File: src/rtl/gcc_pkg.sv
// ----------------------------------------------------------------------------
// Graph component counter package
// Shared codes, types and the lowest-set-bit search.
// ----------------------------------------------------------------------------
package gcc_pkg;

  localparam int VERTEX_W     = 6;
  localparam int COUNT_W      = 7;
  localparam int VERTEX_LIMIT = 64;
  localparam logic [COUNT_W-1:0] VCOUNT_RESET = 7'd64;

  typedef enum logic [1:0] {
    OP_ADD_UNDIR,
    OP_ADD_DIR,
    OP_COUNT
  } opcode_e;

  typedef enum logic [1:0] {
    STAT_ADDED,
    STAT_WRONG_KIND,
    STAT_RANGE,
    STAT_COUNT
  } status_e;

  typedef enum logic {
    REG_VERTEX_COUNT,
    REG_DIRECTED_MODE
  } cfg_reg_e;

  typedef enum logic [2:0] {
    S_IDLE,
    S_EDGE_RD_A,
    S_EDGE_WR_A,
    S_EDGE_RD_B,
    S_EDGE_WR_B,
    S_CNT_SEEK,
    S_CNT_EXPAND,
    S_RESULT
  } state_e;

  typedef struct packed {
    logic rd;
    logic wr;
  } adj_cmd_t;

  function automatic logic [VERTEX_W-1:0] first_set(input logic [VERTEX_LIMIT-1:0] vec);
    logic [VERTEX_W-1:0] idx;
    idx = '0;
    for (int i = VERTEX_LIMIT - 1; i >= 0; i--) begin
      if (vec[i]) idx = VERTEX_W'(i);
    end
    return idx;
  endfunction

endpackage

File: src/rtl/gcc_adj_mem.sv
// ----------------------------------------------------------------------------
// Adjacency row memory
// One row per vertex, one access a cycle, registered read, per-row valid bits.
// ----------------------------------------------------------------------------
module gcc_adj_mem
  import gcc_pkg::*;
#(
  parameter int DEPTH = 64,
  parameter int AW    = 6
) (
  input  logic             clk_i,
  input  logic             rst_ni,
  input  adj_cmd_t         cmd_i,
  input  logic [AW-1:0]    addr_i,
  input  logic [DEPTH-1:0] wdata_i,
  output logic [DEPTH-1:0] rdata_o
);

  logic [DEPTH-1:0] mem [DEPTH];
  logic [DEPTH-1:0] row_valid_q;
  logic [DEPTH-1:0] rdata_q;
  logic             rvalid_q;

  always_ff @(posedge clk_i) begin
    if (cmd_i.wr) mem[addr_i] <= wdata_i;
    if (cmd_i.rd) rdata_q <= mem[addr_i];
  end

  always_ff @(posedge clk_i or negedge rst_ni) begin
    if (!rst_ni) begin
      row_valid_q <= '0;
      rvalid_q    <= 1'b0;
    end else begin
      if (cmd_i.wr) row_valid_q[addr_i] <= 1'b1;
      if (cmd_i.rd) rvalid_q <= row_valid_q[addr_i];
    end
  end

  assign rdata_o = rvalid_q ? rdata_q : '0;

endmodule

File: src/rtl/graph_component_counter_core.sv
// ----------------------------------------------------------------------------
// Graph component counter core
// Adjacency bit matrix with edge loads and a counted walk of separate trees.
// ----------------------------------------------------------------------------
// channel   direction  handshake                    payload
// s_axis    in         s_axis_tvalid/s_axis_tready  tuser opcode, tdata vertices
// m_axis    out        m_axis_tvalid/m_axis_tready  tuser status, tdata count
// cfg       in         cfg_we_i                     cfg_index_i, cfg_data_i
//
// Rejected edge: straight to result. Directed edge: read, write the from row;
// undirected edge: also the to row. Count: a seek and expand per vertex in use,
// one row read per expanded vertex through the single adjacency port and one
// lowest-bit search per step. Input ready only while idle; the output register
// holds one result. Reset clears the matrix at once through per-row valid bits.
// ----------------------------------------------------------------------------
module graph_component_counter_core
  import gcc_pkg::*;
#(
  parameter int MAX_VERTICES = 64
) (
  input  logic                clk_i,
  input  logic                rst_ni,
  input  logic                s_axis_tvalid,
  output logic                s_axis_tready,
  input  logic [15:0]         s_axis_tdata,   // vertex_from[5:0], vertex_to[11:6]
  input  logic [1:0]          s_axis_tuser,   // opcode[1:0]
  output logic                m_axis_tvalid,
  input  logic                m_axis_tready,
  output logic [7:0]          m_axis_tdata,   // component_count[6:0]
  output logic [1:0]          m_axis_tuser,   // status[1:0]
  input  logic                cfg_we_i,
  input  logic                cfg_index_i,
  input  logic [COUNT_W-1:0]  cfg_data_i
);

  localparam int AW = $clog2(MAX_VERTICES);
  localparam logic [COUNT_W-1:0] MaxV = COUNT_W'(MAX_VERTICES);

  state_e                   state_q, state_d;
  logic                     m_tvalid_q, m_tvalid_d;
  logic [7:0]               m_tdata_q, m_tdata_d;
  status_e                  m_tuser_q, m_tuser_d;
  logic [COUNT_W-1:0]       vertex_count_q;
  logic                     directed_q;

  opcode_e                  op_q, op_d;
  logic [VERTEX_W-1:0]      from_q, from_d, to_q, to_d;
  status_e                  status_q, status_d;
  logic [COUNT_W-1:0]       count_q, count_d;
  logic [MAX_VERTICES-1:0]  visited_q, visited_d, pending_q, pending_d;

  logic                     accept;
  opcode_e                  in_op;
  logic [VERTEX_W-1:0]      in_from, in_to;
  logic                     in_is_count;
  status_e                  in_status;
  logic [COUNT_W-1:0]       n_use;
  logic [MAX_VERTICES-1:0]  use_mask, unvisited, search_vec, fresh;
  logic [MAX_VERTICES-1:0]  from_bit, to_bit, idx_bit;
  logic                     pend_any, unvis_any, out_free;
  logic [AW-1:0]            idx;

  adj_cmd_t                 mem_cmd;
  logic [AW-1:0]            mem_addr;
  logic [MAX_VERTICES-1:0]  mem_wdata, mem_rdata;

  gcc_adj_mem #(
    .DEPTH (MAX_VERTICES),
    .AW    (AW)
  ) u_adj_mem (
    .clk_i   (clk_i),
    .rst_ni  (rst_ni),
    .cmd_i   (mem_cmd),
    .addr_i  (mem_addr),
    .wdata_i (mem_wdata),
    .rdata_o (mem_rdata)
  );

  assign s_axis_tready = (state_q == S_IDLE);
  assign accept        = s_axis_tvalid && s_axis_tready;
  assign in_op         = opcode_e'(s_axis_tuser);
  assign in_from       = s_axis_tdata[VERTEX_W-1:0];
  assign in_to         = s_axis_tdata[2*VERTEX_W-1:VERTEX_W];
  assign in_is_count   = (in_op != OP_ADD_UNDIR) && (in_op != OP_ADD_DIR);

  assign n_use = (vertex_count_q > MaxV) ? MaxV : vertex_count_q;

  always_comb begin
    for (int i = 0; i < MAX_VERTICES; i++) begin
      use_mask[i] = (COUNT_W'(i) < n_use);
      from_bit[i] = (from_q == VERTEX_W'(i));
      to_bit[i]   = (to_q == VERTEX_W'(i));
      idx_bit[i]  = (idx == AW'(i));
    end
  end

  always_comb begin
    priority if (in_is_count) begin
      in_status = STAT_COUNT;
    end else if ((in_op == OP_ADD_DIR) != directed_q) begin
      in_status = STAT_WRONG_KIND;
    end else if (({1'b0, in_from} >= n_use) || ({1'b0, in_to} >= n_use)) begin
      in_status = STAT_RANGE;
    end else begin
      in_status = STAT_ADDED;
    end
  end

  assign unvisited  = ~visited_q & use_mask;
  assign pend_any   = |pending_q;
  assign unvis_any  = |unvisited;
  assign search_vec = pend_any ? pending_q : unvisited;
  assign idx        = AW'(first_set(VERTEX_LIMIT'(search_vec)));
  assign fresh      = mem_rdata & use_mask & ~visited_q;
  assign out_free   = !m_tvalid_q || m_axis_tready;

  always_comb begin
    state_d = state_q;
    unique case (state_q)
      S_IDLE: begin
        if (accept) begin
          priority if (in_status == STAT_COUNT) state_d = S_CNT_SEEK;
          else if (in_status == STAT_ADDED) state_d = S_EDGE_RD_A;
          else state_d = S_RESULT;
        end
      end
      S_EDGE_RD_A:  state_d = S_EDGE_WR_A;
      S_EDGE_WR_A:  state_d = (op_q == OP_ADD_UNDIR) ? S_EDGE_RD_B : S_RESULT;
      S_EDGE_RD_B:  state_d = S_EDGE_WR_B;
      S_EDGE_WR_B:  state_d = S_RESULT;
      S_CNT_SEEK:   state_d = (pend_any || unvis_any) ? S_CNT_EXPAND : S_RESULT;
      S_CNT_EXPAND: state_d = S_CNT_SEEK;
      S_RESULT:     if (out_free) state_d = S_IDLE;
      default:      state_d = S_IDLE;
    endcase
  end

  always_comb begin
    op_d       = op_q;
    from_d     = from_q;
    to_d       = to_q;
    status_d   = status_q;
    count_d    = count_q;
    visited_d  = visited_q;
    pending_d  = pending_q;
    m_tvalid_d = m_tvalid_q && !m_axis_tready;
    m_tdata_d  = m_tdata_q;
    m_tuser_d  = m_tuser_q;
    mem_cmd    = '0;
    mem_addr   = '0;
    mem_wdata  = mem_rdata;
    unique case (state_q)
      S_IDLE: begin
        if (accept) begin
          op_d      = in_op;
          from_d    = in_from;
          to_d      = in_to;
          status_d  = in_status;
          count_d   = '0;
          visited_d = '0;
          pending_d = '0;
        end
      end
      S_EDGE_RD_A: begin
        mem_cmd.rd = 1'b1;
        mem_addr   = from_q[AW-1:0];
      end
      S_EDGE_WR_A: begin
        mem_cmd.wr = 1'b1;
        mem_addr   = from_q[AW-1:0];
        mem_wdata  = mem_rdata | to_bit;
      end
      S_EDGE_RD_B: begin
        mem_cmd.rd = 1'b1;
        mem_addr   = to_q[AW-1:0];
      end
      S_EDGE_WR_B: begin
        mem_cmd.wr = 1'b1;
        mem_addr   = to_q[AW-1:0];
        mem_wdata  = mem_rdata | from_bit;
      end
      S_CNT_SEEK: begin
        mem_cmd.rd = pend_any || unvis_any;
        mem_addr   = idx;
        if (pend_any) begin
          pending_d = pending_q & ~idx_bit;
        end else if (unvis_any) begin
          visited_d = visited_q | idx_bit;
          count_d   = count_q + COUNT_W'(1);
        end
      end
      S_CNT_EXPAND: begin
        visited_d = visited_q | fresh;
        pending_d = pending_q | fresh;
      end
      S_RESULT: begin
        if (out_free) begin
          m_tvalid_d = 1'b1;
          m_tdata_d  = {1'b0, count_q};
          m_tuser_d  = status_q;
        end
      end
      default: ;
    endcase
  end

  always_ff @(posedge clk_i or negedge rst_ni) begin
    if (!rst_ni) begin
      state_q        <= S_IDLE;
      m_tvalid_q     <= 1'b0;
      vertex_count_q <= VCOUNT_RESET;
      directed_q     <= 1'b0;
    end else begin
      state_q    <= state_d;
      m_tvalid_q <= m_tvalid_d;
      if (cfg_we_i) begin
        unique case (cfg_reg_e'(cfg_index_i))
          REG_VERTEX_COUNT:  vertex_count_q <= cfg_data_i;
          REG_DIRECTED_MODE: directed_q     <= cfg_data_i[0];
          default: ;
        endcase
      end
    end
  end

  always_ff @(posedge clk_i) begin
    op_q      <= op_d;
    from_q    <= from_d;
    to_q      <= to_d;
    status_q  <= status_d;
    count_q   <= count_d;
    visited_q <= visited_d;
    pending_q <= pending_d;
    m_tdata_q <= m_tdata_d;
    m_tuser_q <= m_tuser_d;
  end

  assign m_axis_tvalid = m_tvalid_q;
  assign m_axis_tdata  = m_tdata_q;
  assign m_axis_tuser  = m_tuser_q;

endmodule

File: config.mk
export PLATFORM = sky130hd
export DESIGN_NAME = graph_component_counter_core
export DESIGN_NICKNAME = d
export VERILOG_FILES = /design/src/rtl/gcc_pkg.sv /design/src/rtl/gcc_adj_mem.sv /design/src/rtl/graph_component_counter_core.sv
export SDC_FILE = /design/constraint.sdc
export NUM_CORES = 2
export LEC_CHECK = 0
export ABC_AREA = 1
export BUFFER_PORTS_ARGS = -buffer_cell sky130_fd_sc_hd__buf_2
export CAP_MARGIN = 20
export CORE_MARGIN = 3
export CORE_UTILIZATION = 35
export DETAILED_ROUTE_END_ITERATION = 7
export PLACE_DENSITY = 0.46
export SYNTH_ARGS = -nofsm -noshare
export SYNTH_HDL_FRONTEND = slang
export SYNTH_SLANG_ARGS = --single-unit
File: constraint.sdc
create_clock -name clk_i -period 23 [get_ports clk_i]
set_input_delay 2.3 -clock clk_i [delete_from_list [all_inputs] [get_ports clk_i]]
set_output_delay 2.3 -clock clk_i [all_outputs]
set_load 0.05 [all_outputs]
# == Yosys cells after proc, flatten, opt, wreduce, memory -nomap -nowiden ==
# Memories as Yosys holds them, arrays and structs flattened. A register that Yosys moved wholly into a read port is not among the register bits.
# Cells that the tools add are included.
# totals
register_bits,237
ramBits,4096
in_bits,31
out_inout_bits,12
elab_cells,435
memories,1
# memory_table
name,words,word_bits,rd,rd_clocked_by_memory_dff,write_ports,line,source
u_adj_mem.mem,64,64,1,1,1,gcc_adj_mem.sv:19,logic [DEPTH-1:0] mem [DEPTH];
# classes
add_sub_neg,1
order_cmp,69
eq_ne,205
mux,99
bitwise,13
n_reduce_logical,32
# op_table
op,count
$eq 6x6->1 const B,96
$mux 6,64
$mux 64,6
$or 64x64->64,6
$pmux 64 s3,2
$eq 6x5->1 const B,48
$and 64x64->64,4
$lt 6x7->1 const A,32
$eq 6x4->1 const B,24
$not 64->64,2
$pmux 64 s2,1
$reduce_or 64->1,2
$lt 5x7->1 const A,16
$eq 6x3->1 const B,12
$lt 4x7->1 const A,8
$eq 6x2->1 const B,6
$lt 3x7->1 const A,4
$mux 7,4
$pmux 3 s8,1
$eq 6x1->1 const B,3
$logic_not 6->1,3
$pmux 6 s3,1
$mux 3,5
$ge 6x7->1,2
other kinds (32),67

# == Depth between registers and ports, before layout ==
# logic_depth
ltp_word,75
depth_mapped,84
depth_no_buf,81

# == Hierarchy ==
# A second synthesis with hierarchy kept.
# hier_totals
cells_unflattened,15377
area_unflattened_um2,178929.1
# by_module_without_submodules
mod,instances,cells_each,area_per_inst_um2,seq_area_each_um2
gcc_adj_mem,1,13664,166533.5,126546.4
graph_component_counter_core,1,1713,12395.6,5106.1

# == Worst setup path before layout ==
# OpenSTA, ideal clock, no wires.
# synth_path
path_kind,reg-to-reg
startpoint,register vertex_count_q[6]
endpoint,"memory u_adj_mem.mem[13][0], enable pin"
setup_ns,0.487
arrival_time_ns,7.434
t_required_ns,22.513
path_slack_ns,15.079
stages_incl_launch_ff,76
cell_sequence,dfstp_2 > inv_2 > nand2_4 > nor2_4 > nand2_2 > nand2_1 > nand3_2 > nand3_1 > nand2_1 > nand2_1 > nand2_1 > nand2_1 > nand2_1 > nand2_1 > nand2_1 > nand2_1 > nand2_1 > nand2_1 > [... 40 more ...] > nand2_1 > nand2_1 > nand2_1 > nand2_1 > nand2_1 > nand2_1 > nand2_1 > nand2_1 > nand2_1 > nand2_1 > nand2_1 > nand3_2 > nand2_4 > nand2_1 > buf_2 > buf_2 > buf_2 > nor2_1
# synth_between
elab_chain_len,70
# synth_lines
element,line,source
from (decl),graph_component_counter_core.sv:43,logic [COUNT_W-1:0] vertex_count_q;
from (signal assigned),graph_component_counter_core.sv:218,REG_VERTEX_COUNT: vertex_count_q <= cfg_data_i;
$gt 7x7->1,graph_component_counter_core.sv:86,assign n_use = (vertex_count_q > MaxV) ? MaxV : vertex_count_q;
$mux 7 (*),graph_component_counter_core.sv:86,
$lt 6x7->1,graph_component_counter_core.sv:90,use_mask[i] = (COUNT_W'(i) < n_use);
$and 64x64->64 (*),graph_component_counter_core.sv:109,assign unvisited = ~visited_q & use_mask;
$mux 64 (*),graph_component_counter_core.sv:112,assign search_vec = pend_any ? pending_q : unvisited;
$mux 6 (63 in series),gcc_pkg.sv:50,if (vec[i]) idx = VERTEX_W'(i);
$mux 6 (*),gcc_pkg.sv:50,
$pmux 6 s3 (*),graph_component_counter_core.sv:152,unique case (state_q)
to (decl),gcc_adj_mem.sv:19,
# Every way passes the cells marked *; elsewhere a longest branch is shown, timed or not.

# == Final worst setup path ==
# layout_path
startpoint,register pending_q[15]
endpoint,"register u_adj_mem.rdata_q[62], read port of u_adj_mem.mem (data pin)"
# layout_between
elab_chain_len,67
# layout_lines
element,line,source
from (decl),graph_component_counter_core.sv:50,"logic [MAX_VERTICES-1:0] visited_q, visited_d, pending_q, pending_d;"
from (signal assigned),graph_component_counter_core.sv:233,pending_q <= pending_d;
$reduce_or 64->1,graph_component_counter_core.sv:110,assign pend_any = |pending_q;
$mux 64,graph_component_counter_core.sv:112,
$mux 6 (64 in series),gcc_pkg.sv:50,
$pmux 6 s3,graph_component_counter_core.sv:152,
to (decl),gcc_adj_mem.sv:21,logic [DEPTH-1:0] rdata_q;
# Parallel ways exist; a longest one is shown, timed or not.
# A chain may end at the register's enable or synchronous reset.

==> results.txt <==
----------------------------------------------------
[Clock network]
  TritonCTS clock tree ... built
  CTS hold repair buffers ... 0
  CTS H-Tree Depth ... 5
  Post-CTS Setup Bufs ... 0
  Clk root buf ... clkbuf_16
  Number of clock buffers inserted by TritonCTS ... around 470
  Clock-pin slew reported for the worst setup and hold paths after clock tree synthesis ... 70 ps
  Number of gates given a new drive strength after cts ... 0
  Total clock sinks ... approximately 4400
  Clk Latency, worst-skew pair ... 1050 ps
  Worst-case clock buffer depth ... 4

[Critical path]
  R2r setup slk ... roughly 11000 ps
  Arr. time, crit path ... 12370 ps
  Worst R2R Path Depth ... 81
  Slowest cell on the critical path ... buf_4
  CP top delay family ... simple AND/OR/NAND/NOR gates
  CP dominant cell by count ... nand2_1
  Critical path start-end classification ... reg2reg
  Type of element capturing the critical path ... flop
  Launching instance or port of the critical path ... pending_q[15]$_DFFE_PP_
  Count of buffer and inverter cells on the critical path ... 6
  Worst reg2reg startpoint ... pending_q[15]$_DFFE_PP_
  CP max FO ... 71
  Kind of launch point of the worst setup path ... flop
  Worst reg2reg path endpoint ... u_adj_mem.rdata_q[62]$_DFFE_PP_
  Critical path data required time ... 23850 ps
  Maximum cell stage delay along the critical path ... around 760 ps

[Timing]
  Setup repair after global routing missed its margin ... no
  Achievable Freq ... 0.0868 GHz
  Setup Total Neg Slack ... 0 ps
  Fin. Hold Viols ... 0
  Transition time at the pin with the least slew margin ... 1220 ps
  Max-Slew Margin vs Limit ... 0.189
  Part of the cycle the worst path needs ... 0.501
  Post-layout minimum cycle time ... between 10000 and 15000 ps
  Final-report setup violation count ... 0
  Number of slew-limit violations in the final report ... 0
  Post-Route Skew ... between 70 and 80 ps

[Floorplanning]
  Width of the die ... between 700 and 800 um
  DIE AREA ... 507000 um^2
  Initial Utilization ... 0.352
  Die Height ... roughly 710 um
  IO Pins ... 43
  Count of standard-cell rows ... ~260
  Placeable core region ... 495000 um^2

[Pwr]
  Static leakage power ... 0.0713 uW
  Combinational share of power ... 0.360
  Internal cell power ... 16900 uW
  Flop pwr share ... 0.385
  Net Sw Frac ... 0.407
  Post-route total power ... 28500 uW
  Psw ... 11600 uW
  Cell area power density ... approximately 140 nW/um^2
  Maximum vdd ir drop ... ~180 uV
  Clock network fraction of design power ... 0.255

[Global route]
  Grt total ovfl ... 0
  Combined global-route utilization of all metal layers ... 0.256
  Antenna violations before repair ... between 40 and 50
  Vias in the first global route ... 107000
  Maximum number of pins on one net before global-route repair ... 115
  First-pass GRT wire length ... around 910000 um

[Synth]
  Count of warnings emitted by yosys ... 0
  Main area contributors after synthesis ... edfxtp_1 74%, nand2_1 12%, a21oi_1 2.0%
  Top-area cell type share of the netlist area ... 0.744
  Cell with the most instances after synthesis ... nand2_1
  Post-synthesis net count ... between 10000 and 15000
  Async SR Flop Fraction ... 0.0175
  Number of different library cells in the post-synthesis netlist ... 56
  Sequential-to-total area share from yosys stat ... 0.755
  Mapped Cells ... 14500
  Number of enable flip-flop cells after synthesis ... 4320
  Post-synthesis area per instance ... 12.0 um^2
  Post-Synthesis Cell Area ... 174000 um^2
  Cell taking the most area after synthesis ... edfxtp_1
  #FFs+latches synth ... 4397
  Main synth FF type ... edfxtp_1
  Top cells by count, synth ... 5797 x nand2_1, 4320 x edfxtp_1, 889 x nor2_1

[Routing]
  Routed len/inst ... 30.7 um
  Number of DRC markers after the initial detailed-route iteration ... ~14000
  Count of TritonRoute iterations in the first routing pass ... 5
  Final wirelength ... 667000 um
  Post-DR vias/cell ... 5.33
  Via count ... 116000
  Antenna Violating Nets Remaining ... 0
  Post-route DRC ... 0

[Hold path]
  Hold Path Class ... reg2reg
  Terminating pin of the worst hold path ... m_axis_tuser[1]$_DFFE_PP_
  Hold_sp ... status_q[1]$_DFFE_PP_
  Hold depth ... 0

[Cells and area]
  P&R area growth vs syn ... 13.9%
  Count of filler cells inserted in the layout ... approximately 47000
  Fin nets ... around 15000
  Share of final-layout standard cells stronger than drive strength 1 ... 0.0812

[Placed design]
  Count of port buffers added during placement ... 37
  Routability congestion estimate ... 0.939
  Detailed placer's ending HPWL ... 341000 um

[Outcome]
  Result of the run ... finished, final reports clean

[Run]
  Max-cap viol count ... 0

----------------------------------------------------
cell usage in the layout (no fill, tap or decap), drive strengths merged, types with 10 or more instances in the layout:
| cell | instances |
|---|---|
| a31oi | 54 |
| nor4 | 19 |
| clkbuf | 627 |
| and3 | 10 |
| o21ai | 509 |
| a21oi | 689 |
| edfxtp | 4320 |
| nand2 | 5807 |
| nand3b | 95 |
| dfrtp | 76 |
| nand3 | 403 |
| o2111ai | 16 |
| bufinv | 19 |
| nand4 | 208 |
| buf | 397 |
| nor2 | 894 |
| ha | 14 |
| o211ai | 69 |
| nor3 | 28 |
| clkinv | 197 |
| or2 | 50 |
| o2bb2ai | 39 |
| inv | 487 |
kinds of logic after synthesis:
kind of cell             after synthesis  share of synthesized area
AO/OA/AOI/OAI                       1415                     0.0438
XOR/XNOR                               2                   0.000100
adder cells (fa/ha/maj)               14                    0.00100
buffers and inverters               1133                     0.0285
flip-flops                          4397                      0.755
other                                  1                  0.0000215
AND/OR/NAND/NOR                     7521                      0.172
flip-flops by register name, indices dropped and copies added (netlist names), 3 cells and up:
register and flops:
u_adj_mem.mem 4096, pending_q 64, u_adj_mem.rdata_q 64, u_adj_mem.row_valid_q 64
visited_q 64, count_q 7, m_axis_tdata 7, vertex_count_q 7
from_q 6, to_q 6, state_q 3
power by group through the flow:
stage	registers (uW)	clock network, uW	logic [uW]
final	11000	7250	10200
after global routing	11000	7670	11100
after CTS	10900	7360	10200
after detailed placement	11100	0	10200
after global placement	11100	0	10200
after floorplan	11100	0	5740
how the worst max path moves through the flow:
stage                                      end  slack (ps)  cells after the start
2_1_floorplan   u_adj_mem.mem[13][0]$_DFFE_PP_       15080                     75
3_3_place_gp   u_adj_mem.rdata_q[12]$_DFFE_PP_       11650                     81
3_5_place_dp   u_adj_mem.rdata_q[12]$_DFFE_PP_       11780                     81
4_1_cts        u_adj_mem.rdata_q[12]$_DFFE_PP_       11690                     81
5_1_grt         u_adj_mem.rdata_q[7]$_DFFE_PP_       10720                     81
6_report       u_adj_mem.rdata_q[62]$_DFFE_PP_       11480                     81
through the flow:
| step | area [um^2] | setup slack (ps) | hold WS, ps | std cells | util |
|---|---|---|---|---|---|
| 6_report | 199000 | 11480 | 415 | 21700 | 0.401 |
| 5_1_grt | 199000 | 10720 | 436 | 21700 | 0.401 |
| 4_1_cts | 199000 | 11690 | 418 | 21700 | 0.401 |
| 3_5_place_dp | 184000 | 11780 | 407 | 20900 | 0.372 |
| 3_3_place_gp | 184000 | 11650 | 404 | 20900 | 0.372 |
| 2_1_floorplan | 174000 | 15080 | 400 | 14500 | - |
final cells by class:
type	count	area, um^2	area share
sequential	4397	132000	0.663
multi-input combinational	8953	39200	0.197
clock buffer	624	12500	0.0630
tap	6630	8300	0.0417
timing repair buffer	400	3350	0.0169
inverter	481	1890	0.00951
clock inverter	225	1790	0.00900
antenna	8	20.0	0.000101
per-layer routing:
| layer | vias to the layer above | wire length (um) | GRT usage |
|---|---|---|---|
| met1 | 59600 | 286000 | 0.359 |
| met3 | 897 | 50000 | 0.0355 |
| li1 | 50400 | - | - |
| met5 | - | 71 | 0 |
| met2 | 4839 | 308000 | 0.412 |
| met4 | 10 | 23600 | 0.0815 |
Note: power is estimated with default switching activity, not from simulation.
